--- src/hw/rtl/efr_pkg.sv ---
// Package for the escaped frame receiver: link control codes, sizes,
// queue entry and result types, and the CRC-16 byte update. No dependencies.
`timescale 1ns / 1ps

package efr_pkg;

  localparam int BUFFER_BYTES = 256;
  localparam int CNT_W        = $clog2(BUFFER_BYTES - 1);
  localparam logic [CNT_W-1:0] COUNT_LIMIT = CNT_W'(BUFFER_BYTES - 2);

  localparam int QDEPTH = 2;
  localparam int QPTR_W = $clog2(QDEPTH);
  localparam int QCNT_W = $clog2(QDEPTH + 1);

  localparam logic [7:0] CH_SOH = 8'h01;
  localparam logic [7:0] CH_EOT = 8'h04;
  localparam logic [7:0] CH_DLE = 8'h10;

  localparam logic [1:0] EV_NONE  = 2'd0;
  localparam logic [1:0] EV_BYTE  = 2'd1;
  localparam logic [1:0] EV_GOOD  = 2'd2;
  localparam logic [1:0] EV_BAD   = 2'd3;

  typedef enum logic [1:0] {
    OP_NOP  = 2'd0,
    OP_SOH  = 2'd1,
    OP_EOT  = 2'd2,
    OP_DATA = 2'd3
  } efr_op_e_t;

  typedef struct packed {
    efr_op_e_t  op;
    logic [7:0] data;
  } efr_op_t;

  typedef struct packed {
    logic [1:0]  event_res;
    logic [7:0]  data_byte;
    logic [7:0]  byte_index;
    logic [7:0]  frame_length;
    logic [15:0] received_crc;
    logic [15:0] computed_crc;
  } efr_result_t;

  function automatic logic [15:0] nib_entry(input logic [3:0] i);
    logic [15:0] r;
    case (i)
      4'h0: r = 16'h0000;
      4'h1: r = 16'h1021;
      4'h2: r = 16'h2042;
      4'h3: r = 16'h3063;
      4'h4: r = 16'h4084;
      4'h5: r = 16'h50a5;
      4'h6: r = 16'h60c6;
      4'h7: r = 16'h70e7;
      4'h8: r = 16'h8108;
      4'h9: r = 16'h9129;
      4'ha: r = 16'ha14a;
      4'hb: r = 16'hb16b;
      4'hc: r = 16'hc18c;
      4'hd: r = 16'hd1ad;
      4'he: r = 16'he1ce;
      default: r = 16'hf1ef;
    endcase
    return r;
  endfunction

  function automatic logic [15:0] crc_byte(input logic [15:0] c, input logic [7:0] b);
    logic [15:0] t;
    t = nib_entry(c[15:12] ^ b[7:4]) ^ {c[11:0], 4'h0};
    return nib_entry(t[15:12] ^ b[3:0]) ^ {t[11:0], 4'h0};
  endfunction

endpackage

--- src/hw/rtl/efr_if.sv ---
// Handshake channels of the escaped frame receiver: raw byte in, result out.
// Depends on nothing.
`timescale 1ns / 1ps

interface efr_in_if;
  logic       valid;
  logic       ready;
  logic [7:0] rx_byte;
  modport source (output valid, output rx_byte, input ready);
  modport sink (input valid, input rx_byte, output ready);
endinterface

interface efr_out_if;
  logic        valid;
  logic        ready;
  logic [1:0]  event_res;
  logic [7:0]  data_byte;
  logic [7:0]  byte_index;
  logic [7:0]  frame_length;
  logic [15:0] received_crc;
  logic [15:0] computed_crc;
  modport source (output valid, output event_res, output data_byte, output byte_index,
                  output frame_length, output received_crc, output computed_crc,
                  input ready);
  modport sink (input valid, input event_res, input data_byte, input byte_index,
                input frame_length, input received_crc, input computed_crc,
                output ready);
endinterface

--- src/hw/rtl/escaped_frame_receiver_crc_check.sv ---
// Escaped frame receiver with CRC-16 check, top level.
// A byte's transaction writes the queue, the back end pops it from the queue head,
// and its result is registered and valid from then on.
// Throughput: one byte per cycle while the result side is ready; the back end's CRC
// byte update (two nibble table steps) and frame check are combinational per operation.
// Reset (rst, synchronous): clears escape flag, queue, count, CRC, delay line.
// Depends on efr_pkg, efr_if, efr_front, efr_queue, efr_back.
`timescale 1ns / 1ps

module escaped_frame_receiver_crc_check import efr_pkg::*; (
  input  logic      clk,
  input  logic      rst,
  efr_in_if.sink    rx,
  efr_out_if.source res
);

  logic        push_valid;
  logic        push_ready;
  efr_op_t     push_entry;
  logic        pop_valid;
  logic        pop_ready;
  efr_op_t     pop_entry;
  efr_result_t out_result;

  efr_front u_front (
    .clk        (clk),
    .rst        (rst),
    .in_valid   (rx.valid),
    .in_ready   (rx.ready),
    .in_byte    (rx.rx_byte),
    .push_valid (push_valid),
    .push_ready (push_ready),
    .push_entry (push_entry)
  );

  efr_queue u_queue (
    .clk        (clk),
    .rst        (rst),
    .push_valid (push_valid),
    .push_ready (push_ready),
    .push_entry (push_entry),
    .pop_valid  (pop_valid),
    .pop_ready  (pop_ready),
    .pop_entry  (pop_entry)
  );

  efr_back u_back (
    .clk        (clk),
    .rst        (rst),
    .pop_valid  (pop_valid),
    .pop_ready  (pop_ready),
    .pop_entry  (pop_entry),
    .out_valid  (res.valid),
    .out_ready  (res.ready),
    .out_result (out_result)
  );

  assign res.event_res    = out_result.event_res;
  assign res.data_byte    = out_result.data_byte;
  assign res.byte_index   = out_result.byte_index;
  assign res.frame_length = out_result.frame_length;
  assign res.received_crc = out_result.received_crc;
  assign res.computed_crc = out_result.computed_crc;

endmodule

--- src/hw/rtl/efr_front.sv ---
// Front end: takes raw link bytes, tracks the escape flag and classifies each
// byte into an operation for the queue. Depends on efr_pkg.
`timescale 1ns / 1ps

module efr_front import efr_pkg::*; (
  input  logic       clk,
  input  logic       rst,
  input  logic       in_valid,
  output logic       in_ready,
  input  logic [7:0] in_byte,
  output logic       push_valid,
  input  logic       push_ready,
  output efr_op_t    push_entry
);

  logic escape_pending;
  logic escape_pending_next;
  logic take;

  assign in_ready   = push_ready;
  assign push_valid = in_valid;
  assign take       = in_valid && push_ready;

  always_comb begin
    push_entry.data     = in_byte;
    push_entry.op       = OP_DATA;
    escape_pending_next = 1'b0;
    if (!escape_pending) begin
      case (in_byte)
        CH_SOH: push_entry.op = OP_SOH;
        CH_EOT: push_entry.op = OP_EOT;
        CH_DLE: begin
          push_entry.op       = OP_NOP;
          escape_pending_next = 1'b1;
        end
        default: push_entry.op = OP_DATA;
      endcase
    end
  end

  always_ff @(posedge clk) begin
    if (rst) begin
      escape_pending <= 1'b0;
    end else if (take) begin
      escape_pending <= escape_pending_next;
    end
  end

endmodule

--- src/hw/rtl/efr_queue.sv ---
// Short queue of classified operations between front and back end.
// Depends on efr_pkg.
`timescale 1ns / 1ps

module efr_queue import efr_pkg::*; (
  input  logic    clk,
  input  logic    rst,
  input  logic    push_valid,
  output logic    push_ready,
  input  efr_op_t push_entry,
  output logic    pop_valid,
  input  logic    pop_ready,
  output efr_op_t pop_entry
);

  efr_op_t entries [QDEPTH];
  logic [QPTR_W-1:0] wr_ptr;
  logic [QPTR_W-1:0] rd_ptr;
  logic [QCNT_W-1:0] fill;
  logic push;
  logic pop;

  assign push_ready = fill != QCNT_W'(QDEPTH);
  assign pop_valid  = fill != '0;
  assign pop_entry  = entries[rd_ptr];
  assign push       = push_valid && push_ready;
  assign pop        = pop_valid && pop_ready;

  always_ff @(posedge clk) begin
    if (push) begin
      entries[wr_ptr] <= push_entry;
    end
  end

  always_ff @(posedge clk) begin
    if (rst) begin
      wr_ptr <= '0;
      rd_ptr <= '0;
      fill   <= '0;
    end else begin
      if (push) begin
        wr_ptr <= (wr_ptr == QPTR_W'(QDEPTH - 1)) ? '0 : wr_ptr + 1'b1;
      end
      if (pop) begin
        rd_ptr <= (rd_ptr == QPTR_W'(QDEPTH - 1)) ? '0 : rd_ptr + 1'b1;
      end
      if (push && !pop) begin
        fill <= fill + 1'b1;
      end else if (pop && !push) begin
        fill <= fill - 1'b1;
      end
    end
  end

endmodule

--- src/hw/rtl/efr_back.sv ---
// Back end: payload count, two-byte delay, running CRC and frame check;
// registers one result per operation. Depends on efr_pkg.
`timescale 1ns / 1ps

module efr_back import efr_pkg::*; (
  input  logic        clk,
  input  logic        rst,
  input  logic        pop_valid,
  output logic        pop_ready,
  input  efr_op_t     pop_entry,
  output logic        out_valid,
  input  logic        out_ready,
  output efr_result_t out_result
);

  logic [CNT_W-1:0] payload_count;
  logic [CNT_W-1:0] payload_count_next;
  logic [15:0]      running_crc;
  logic [15:0]      running_crc_next;
  logic [7:0]       newest_byte;
  logic [7:0]       newest_byte_next;
  logic [7:0]       older_byte;
  logic [7:0]       older_byte_next;
  logic [CNT_W-1:0] cnt_eff;
  logic [15:0]      crc_eff;
  logic [15:0]      rx_crc;
  efr_result_t      result;
  logic             pop;

  assign pop_ready = !out_valid || out_ready;
  assign pop       = pop_valid && pop_ready;
  assign rx_crc    = {newest_byte, older_byte};

  always_comb begin
    cnt_eff = payload_count;
    crc_eff = running_crc;
    if (payload_count >= COUNT_LIMIT) begin
      cnt_eff = '0;
      crc_eff = '0;
    end
    payload_count_next = cnt_eff;
    running_crc_next   = crc_eff;
    newest_byte_next   = newest_byte;
    older_byte_next    = older_byte;
    result             = '0;
    case (pop_entry.op)
      OP_DATA: begin
        if (cnt_eff >= CNT_W'(2)) begin
          running_crc_next = crc_byte(crc_eff, older_byte);
        end
        older_byte_next    = newest_byte;
        newest_byte_next   = pop_entry.data;
        payload_count_next = cnt_eff + 1'b1;
        result.event_res   = EV_BYTE;
        result.data_byte   = pop_entry.data;
        result.byte_index  = 8'(cnt_eff);
      end
      OP_SOH: begin
        payload_count_next = '0;
        running_crc_next   = '0;
      end
      OP_EOT: begin
        if (cnt_eff > CNT_W'(1)) begin
          if (rx_crc != crc_eff || cnt_eff > CNT_W'(2)) begin
            result.event_res    = (rx_crc == crc_eff) ? EV_GOOD : EV_BAD;
            result.frame_length = 8'(cnt_eff);
            result.received_crc = rx_crc;
            result.computed_crc = crc_eff;
          end
        end
      end
      default: begin
        result.event_res = EV_NONE;
      end
    endcase
  end

  always_ff @(posedge clk) begin
    if (rst) begin
      payload_count <= '0;
      running_crc   <= '0;
      newest_byte   <= '0;
      older_byte    <= '0;
      out_valid     <= 1'b0;
    end else begin
      if (pop) begin
        payload_count <= payload_count_next;
        running_crc   <= running_crc_next;
        newest_byte   <= newest_byte_next;
        older_byte    <= older_byte_next;
        out_valid     <= 1'b1;
      end else if (out_ready) begin
        out_valid <= 1'b0;
      end
    end
  end

  always_ff @(posedge clk) begin
    if (pop) begin
      out_result <= result;
    end
  end

endmodule

--- src/flat_wrapper.sv ---
// flat-port wrapper written by rule: the top's interface ports become plain ports
module escaped_frame_receiver_crc_check_flat import efr_pkg::*;
  (clk, rst, rx_valid, rx_rx_byte, rx_ready, res_valid, res_event_res, res_data_byte, res_byte_index, res_frame_length, res_received_crc, res_computed_crc, res_ready);
  efr_in_if rx_i ();
  efr_out_if res_i ();
  input  logic clk;
  input  logic rst;
  input wire logic [$bits(rx_i.valid)-1:0] rx_valid;
  input wire logic [$bits(rx_i.rx_byte)-1:0] rx_rx_byte;
  output wire logic [$bits(rx_i.ready)-1:0] rx_ready;
  output wire logic [$bits(res_i.valid)-1:0] res_valid;
  output wire logic [$bits(res_i.event_res)-1:0] res_event_res;
  output wire logic [$bits(res_i.data_byte)-1:0] res_data_byte;
  output wire logic [$bits(res_i.byte_index)-1:0] res_byte_index;
  output wire logic [$bits(res_i.frame_length)-1:0] res_frame_length;
  output wire logic [$bits(res_i.received_crc)-1:0] res_received_crc;
  output wire logic [$bits(res_i.computed_crc)-1:0] res_computed_crc;
  input wire logic [$bits(res_i.ready)-1:0] res_ready;
  assign rx_i.valid = rx_valid;
  assign rx_i.rx_byte = rx_rx_byte;
  assign rx_ready = rx_i.ready;
  assign res_valid = res_i.valid;
  assign res_event_res = res_i.event_res;
  assign res_data_byte = res_i.data_byte;
  assign res_byte_index = res_i.byte_index;
  assign res_frame_length = res_i.frame_length;
  assign res_received_crc = res_i.received_crc;
  assign res_computed_crc = res_i.computed_crc;
  assign res_i.ready = res_ready;
  escaped_frame_receiver_crc_check u_core (.clk(clk), .rst(rst), .rx(rx_i), .res(res_i));
endmodule
--- config.mk ---
export PLATFORM = sky130hd
export DESIGN_NAME = escaped_frame_receiver_crc_check_flat
export DESIGN_NICKNAME = d
export VERILOG_FILES = /design/src/hw/rtl/efr_pkg.sv /design/src/hw/rtl/efr_if.sv /design/src/hw/rtl/escaped_frame_receiver_crc_check.sv /design/src/hw/rtl/efr_front.sv /design/src/hw/rtl/efr_queue.sv /design/src/hw/rtl/efr_back.sv /design/src/flat_wrapper.sv
export SDC_FILE = /design/constraint.sdc
export NUM_CORES = 1
export LEC_CHECK = 0
export ABC_AREA = 1
export BUFFER_PORTS_ARGS = -buffer_cell sky130_fd_sc_hd__buf_2
export CELL_PAD_IN_SITES_DETAIL_PLACEMENT = 1
export CELL_PAD_IN_SITES_GLOBAL_PLACEMENT = 1
export CORE_MARGIN = 1
export CORE_UTILIZATION = 44
export CTS_BUF_LIST = sky130_fd_sc_hd__clkbuf_16
export DETAILED_ROUTE_END_ITERATION = 8
export PLACE_DENSITY_LB_ADDON = 0.15
export SLEW_MARGIN = 10
export SYNTH_ARGS = -nofsm -noshare
export SYNTH_HDL_FRONTEND = slang
export SYNTH_SLANG_ARGS = --single-unit
--- constraint.sdc ---
create_clock -name clk -period 4 [get_ports clk]
set_input_delay 0 -clock clk [delete_from_list [all_inputs] [get_ports clk]]
set_output_delay 0 -clock clk [all_outputs]
set_load 0.02 [all_outputs]
==> flow_summary.ini, run 1 <==
[power]
leakage_uw = 0.002949
p_int_uw = 3766
power.density_nw_per_um2 = 969.9
max-vdd-ir-drop_uv = 438.7
p_comb_share_pct = 45.3
power_frac_seq_pct = 32.9
p_sw_share_pct = 43.99
p_clk_share_pct = 21.8
switchingPower_uw = 2958

[setup_path]
cp_slowest_cell = nand2_2
path_max_fanout = 41
arrival_ns = 3.34
path_cells = nand2_1 -> nor2_1 -> nand2_1 -> buf_4 -> nand2_1 -> xor2_1 -> nor2_1 -> nand2_1 -> nor2_1 -> nand3_1 -> nand2_2 -> nor2_1
required_ns = 4.13
worstSetupPathType = reg -> reg
cp-start-kind = flip-flop
cp_slowest_stage_delay_ns = 0.60
critical_path.endpoint_type = flip-flop
rr_worst_depth = 12

[place]
gp_congestion = 0.8407
placed_area_sq_um = 6266
portBuffers = 71
dp_cells = 881
post-dp-hpwl_mm = 10.71

[global_route]
grt_pass1_wl_mm = 26.05
grt_busiest_layer = met2
grt_max_degree = 53
grtUsageMet1_pct = 31.93
grt_pass1_vias = 5075
grt_overflow = 0
antenna_found_initial = 0
grtUsageMet2_pct = 44.62
track_usage_pct = 25.90
grt_util_met3_pct = 4.515

[synthesis]
avgSynthCellArea_sq_um = 8.741
syn_area_sq_um = 5787
synthCells = 662
yosysUniqueCellTypes = 27
ys_ff_latch = 125
yosysSeqAreaShare_pct = 56.74
syn-num-nets = 679
yosysWarnings = 0

[clock_network]
clk_path_buf_depth = 2
numCtsBuffers = 17
clkTransAtPathRegs_ns = 0.05
htreeDepth = 4
clock_latency_ns = 0.43
cts_resized = 0
root_buffer = clkbuf_16
cts_sinks = 125
post_cts_buffers = 0
cts_tree = done

[sta]
final_hold_viol_count = 0
fin_worst_skew_ns = 0.01322
tightest_slew_ns = 1.027
slew_headroom_pct = 31.07
slew_violations = 0
finalSetupTns_ns = 0
setup_violations = 0
fin_crit_ns = 3.211
fmax_mhz = 311.4
fin_crit_sh_pct = 80.28
grt_setup_unrepaired = no

[hold_path]
min_path_type = in -> reg
whs_path_depth = 4

[status]
outcome = completed

[die]
die_w_microns = 116.7
num_io_pins = 72
core_area_sq_um = 12720
initial_core_util_pct = 45.49
rows = 41
dieArea_sq_um = 13610
die-height_microns = 116.7

[route]
wire_per_inst_microns = 17.32
drt_pass1_iterations = 4
routed_via_density = 5.274
drc = 0
wl_mm = 16.01
ant_nets = 0
drtIter0Drc = 304
dr_total_vias = 4873

[layout]
drive_above_1_share_pct = 15.16
instances_no_fill = 924
utilization_pct = 54.49
area_growth_pct = 19.81
finalNetCount = 756
final_common_cell = nand2_1
final_cell_mix = nand2_1, nor2_1, edfxtp_1
diodes = 0
fill_cells = 1542
stdcell_area_sq_um = 6933

[flow_run]
maxCapViolCount = 0
[metrics by stage]
step	setup WS (ns)	hold slack, ns	power (uW)
after floorplan	0.8554	0.09887	4396
after global placement	1.003	0.2231	5167
after detailed placement	0.8120	0.2307	5264
after CTS	0.7911	0.03870	6765
after global routing	0.4396	0.08423	7259
final	0.7889	0.04264	6724
[timing repair]
action	4_1_cts	5_1_grt
setup endpoints to repair	0	0
hold buffers	11	0
hold endpoints to repair	21	0
[Yosys cell counts]
cell type | number | area [sq um]
o211ai_1 | 3 | 22.52
mux2i_1 | 8 | 80.08
a211oi_1 | 8 | 60.06
nand3_1 | 66 | 330.3
nand4_1 | 3 | 18.77
a21oi_1 | 37 | 185.2
nor3_1 | 4 | 20.02
clkbuf_1 | 14 | 52.55
dfxtp_1 | 47 | 940.9
nor2_2 | 2 | 12.51
nor4_1 | 2 | 12.51
nor2_4 | 1 | 11.26
inv_1 | 63 | 236.5
o21ai_1 | 1 | 5.000
buf_4 | 4 | 30.03
o21ai_0 | 52 | 260.3
nand2_1 | 127 | 476.7
buf_1 | 1 | 3.750
edfxtp_1 | 78 | 2342
nand2_2 | 4 | 25.02
xor2_1 | 14 | 122.6
ha_1 | 5 | 62.56
buf_6 | 1 | 11.26
nor2_1 | 99 | 371.6
inv_2 | 3 | 11.26
a31oi_1 | 5 | 31.28
buf_2 | 10 | 50.05
[power by group through the flow]
stage | combinational [uW] | clock (uW) | sequential (uW)
after floorplan | 1820 | 0 | 2570
after global placement | 2960 | 0 | 2210
after detailed placement | 3030 | 0 | 2230
after CTS | 3070 | 1480 | 2220
after global routing | 3450 | 1530 | 2280
final | 3050 | 1460 | 2210
[path summary, 6_finish.rpt]
check	start	endpoint	slack, ns
max	u_core.u_back.payload_count[3]	u_core.u_back.out_result[26]	0.79
min	rx_valid	u_core.u_front.escape_pending	0.04
max reg2reg	u_core.u_back.payload_count[3]	u_core.u_back.out_result[26]	0.79
min reg2reg	u_core.u_queue.rd_ptr	flip-flop	0.47
[flip-flops by register name, summed over array words and instances (netlist names), named ones only]
name / flops
u_core.u_back.out_result: 58
u_core.u_queue.entries: 20
u_core.u_back.running_crc: 16
u_core.u_back.newest_byte: 8
u_core.u_back.older_byte: 8
u_core.u_back.payload_count: 8
u_core.u_queue.fill: 2
u_core.u_back.out_valid: 1
u_core.u_front.escape_pending: 1
u_core.u_queue.rd_ptr: 1
u_core.u_queue.wr_ptr: 1
[cells by family (layout without fill, tap and decap cells)]
| kind of cell | after synthesis | in the layout | share of synthesized area (%) |
|---|---|---|---|
| XOR/XNOR | 14 | 14 | 2.119 |
| AND/OR/NAND/NOR | 308 | 308 | 22.10 |
| flip-flops | 125 | 125 | 56.74 |
| multiplexers | 8 | 8 | 1.384 |
| buffers and inverters | 96 | 186 | 6.832 |
| adder cells (fa/ha/maj) | 5 | 5 | 1.081 |
| AO/OA/AOI/OAI | 106 | 106 | 9.751 |
[layer usage]
layer  wire (microns)  up-vias
li1                 -     2360
met1             7061     2376
met2             8009      112
met3              651       25
met4              285        0
met5                0        -
[critical path: cells and delay by family, from the launching register on]
kind / cells / cell delay, ns
buffers and inverters: 1 / 0.39
XOR/XNOR: 1 / 0.21
flip-flops: 1 / 0.36
AND/OR/NAND/NOR: 10 / 1.90
[layout make-up]
| type | count | area [sq um] | share of cell area [%] |
|---|---|---|---|
| Sequential cell | 125 | 3283 | 47.36 |
| Multi-Input combinational cell | 441 | 2120 | 30.57 |
| Timing Repair Buffer | 88 | 510.5 | 7.363 |
| Clock buffer | 17 | 425.4 | 6.136 |
| Inverter | 66 | 247.7 | 3.573 |
| Tap cell | 172 | 215.2 | 3.104 |
| Clock inverter | 15 | 131.4 | 1.895 |
Power figures use the tool's default switching activity.
==> inputs of run 2 (changes only) <==
clock period = 3.3 ns   (was 4 ns; I/O delays follow)
==> run 2 against run 1 <==
Net effect:
- die area stayed put
- setup slack worse by 0.21 ns
- critical path depth is 2 higher
- cell count is 1.1% higher
- highest routed layer unchanged
- clock skew is 0.0037 ns lower
- largest cell class unchanged
==> flow_summary.ini, run 2 (same netlist as run 1, synthesis figures left out) <==
[status]
outcome = completed

[die]
num_io_pins = 72
initial_core_util_pct = 45.49
die-height_microns = 116.7
die_w_microns = 116.7
dieArea_sq_um = 13610
core_area_sq_um = 12720
rows = 41

[route]
drtIter0Drc = 302
dr_total_vias = 4991
wl_mm = 16.74
drc = 0
drt_pass1_iterations = 4
wire_per_inst_microns = 17.92
routed_via_density = 5.344
ant_nets = 0

[clock_network]
clkTransAtPathRegs_ns = 0.06
clk_path_buf_depth = 2
htreeDepth = 4
clock_latency_ns = 0.43
root_buffer = clkbuf_16
post_cts_buffers = 0
cts_resized = 0
cts_sinks = 125
numCtsBuffers = 17
cts_tree = done

[layout]
drive_above_1_share_pct = 16.71
reg.largest.list = u_core.u_back.out_result: 58 flops, u_core.u_queue.entries: 20 flops, u_core.u_back.running_crc: 16 flops
instances_no_fill = 934
final_common_cell = nand2_1
top_register = u_core.u_back.out_result
utilization_pct = 55.59
finalNetCount = 764
area_growth_pct = 22.21
largest_register_ffs = 58
fill_cells = 1547
final_cell_mix = nand2_1, nor2_1, edfxtp_1

[global_route]
grt_max_degree = 52
grtUsageMet2_pct = 44.77
grt_util_met3_pct = 4.567
grt_overflow = 0
grt_pass1_wl_mm = 26.69
grt_pass1_vias = 5181
track_usage_pct = 26.52
grt_busiest_layer = met2
grtUsageMet1_pct = 33.59
antenna_found_initial = 2

[power]
switchingPower_uw = 3734
p_sw_share_pct = 43.86
power_frac_seq_pct = 31.6
power.density_nw_per_um2 = 1204
max-vdd-ir-drop_uv = 540.8
p_int_uw = 4781
p_comb_share_pct = 45.4
leakage_uw = 0.003016
p_clk_share_pct = 23.0

[sta]
final_hold_viol_count = 0
slew_violations = 0
slew_headroom_pct = 33.57
grt_setup_unrepaired = no
fmax_mhz = 367.1
fin_worst_skew_ns = 0.009476
tightest_slew_ns = 0.9928
fin_crit_ns = 2.724
fin_crit_sh_pct = 82.56
finalSetupTns_ns = 0
setup_ws_ns = 0.5756
setup_violations = 0

[place]
dp_cells = 889
pre_cts_ws_ns = 0.6051
portBuffers = 71
gp_congestion = 0.8557
post-dp-hpwl_mm = 11.25

[setup_path]
arrival_ns = 3.00
path_max_fanout = 31
critical_path.endpoint_type = flip-flop
cp-start-kind = flip-flop
worstSetupPathType = reg -> reg
required_ns = 3.58

[flow_run]
maxCapViolCount = 0

[hold_path]
min_path_type = in -> reg
run 2: final timing paths:
| check | startpoint | endpoint | slack [ns] | cells past startpoint |
|---|---|---|---|---|
| max reg2reg | u_core.u_back.payload_count[3] | u_core.u_back.out_result[13] | 0.58 | 14 |
| min | rx_valid | u_core.u_front.escape_pending | 0.02 | 4 |
| max | u_core.u_back.payload_count[3] | u_core.u_back.out_result[13] | 0.58 | 14 |
| min reg2reg | u_core.u_queue.rd_ptr | u_core.u_queue.rd_ptr | 0.47 | 1 |
run 2: area by class of cell:
class | instances | area [sq um] | share of cell area [%]
multi-input combinational | 441 | 2120 | 29.97
clock buffer | 18 | 450.4 | 6.369
tap | 172 | 215.2 | 3.043
timing repair buffer | 96 | 583.1 | 8.245
clock inverter | 14 | 167.7 | 2.371
sequential | 125 | 3283 | 46.43
antenna | 2 | 5.005 | 0.07077
inverter | 66 | 247.7 | 3.503
run 2: power groups by stage:
| stage | Combinational [uW] | Clock (uW) | Sequential [uW] |
|---|---|---|---|
| floorplan | 2210 | 0 | 3120 |
| global placement | 3710 | 0 | 2680 |
| detailed placement | 3820 | 0 | 2710 |
| CTS | 3880 | 1980 | 2690 |
| global route | 4290 | 2040 | 2760 |
| finish | 3870 | 1960 | 2690 |
run 2: timing repair:
action / in CTS / in global routing
hold buffers: 11 / 0
endpoints found under the hold margin: 23 / 0
endpoints found under the setup margin: 0 / 0
run 2: per-layer routing:
metal,vias up,wire length (microns)
met3,30,900
li1,2382,-
met5,-,0
met4,0,355
met1,2419,7257
met2,160,8221
run 2: critical path, cell delays in order, from the launching register on:
cell and delay [ns]:
dfxtp_1 0.37, nand2_1 0.10, nor2_1 0.04, nand2_1 0.07
buf_4 0.26, inv_2 0.10, nor2_1 0.28, inv_1 0.18
ha_1 0.22, nor2_1 0.10, nor2_1 0.06, nor3_1 0.18
nand2_2 0.24, buf_12 0.24, nor2_1 0.12
run 2: through the flow:
step / cell area, sq um / hold slack [ns] / power, uW
after global routing: 7072 / 0.05316 / 9086
after CTS: 7067 / 0.01761 / 8544
after floorplan: 5787 / 0.09887 / 5328
after global placement: 6339 / 0.2245 / 6391
after detailed placement: 6339 / 0.2268 / 6530
final: 7072 / 0.02053 / 8515
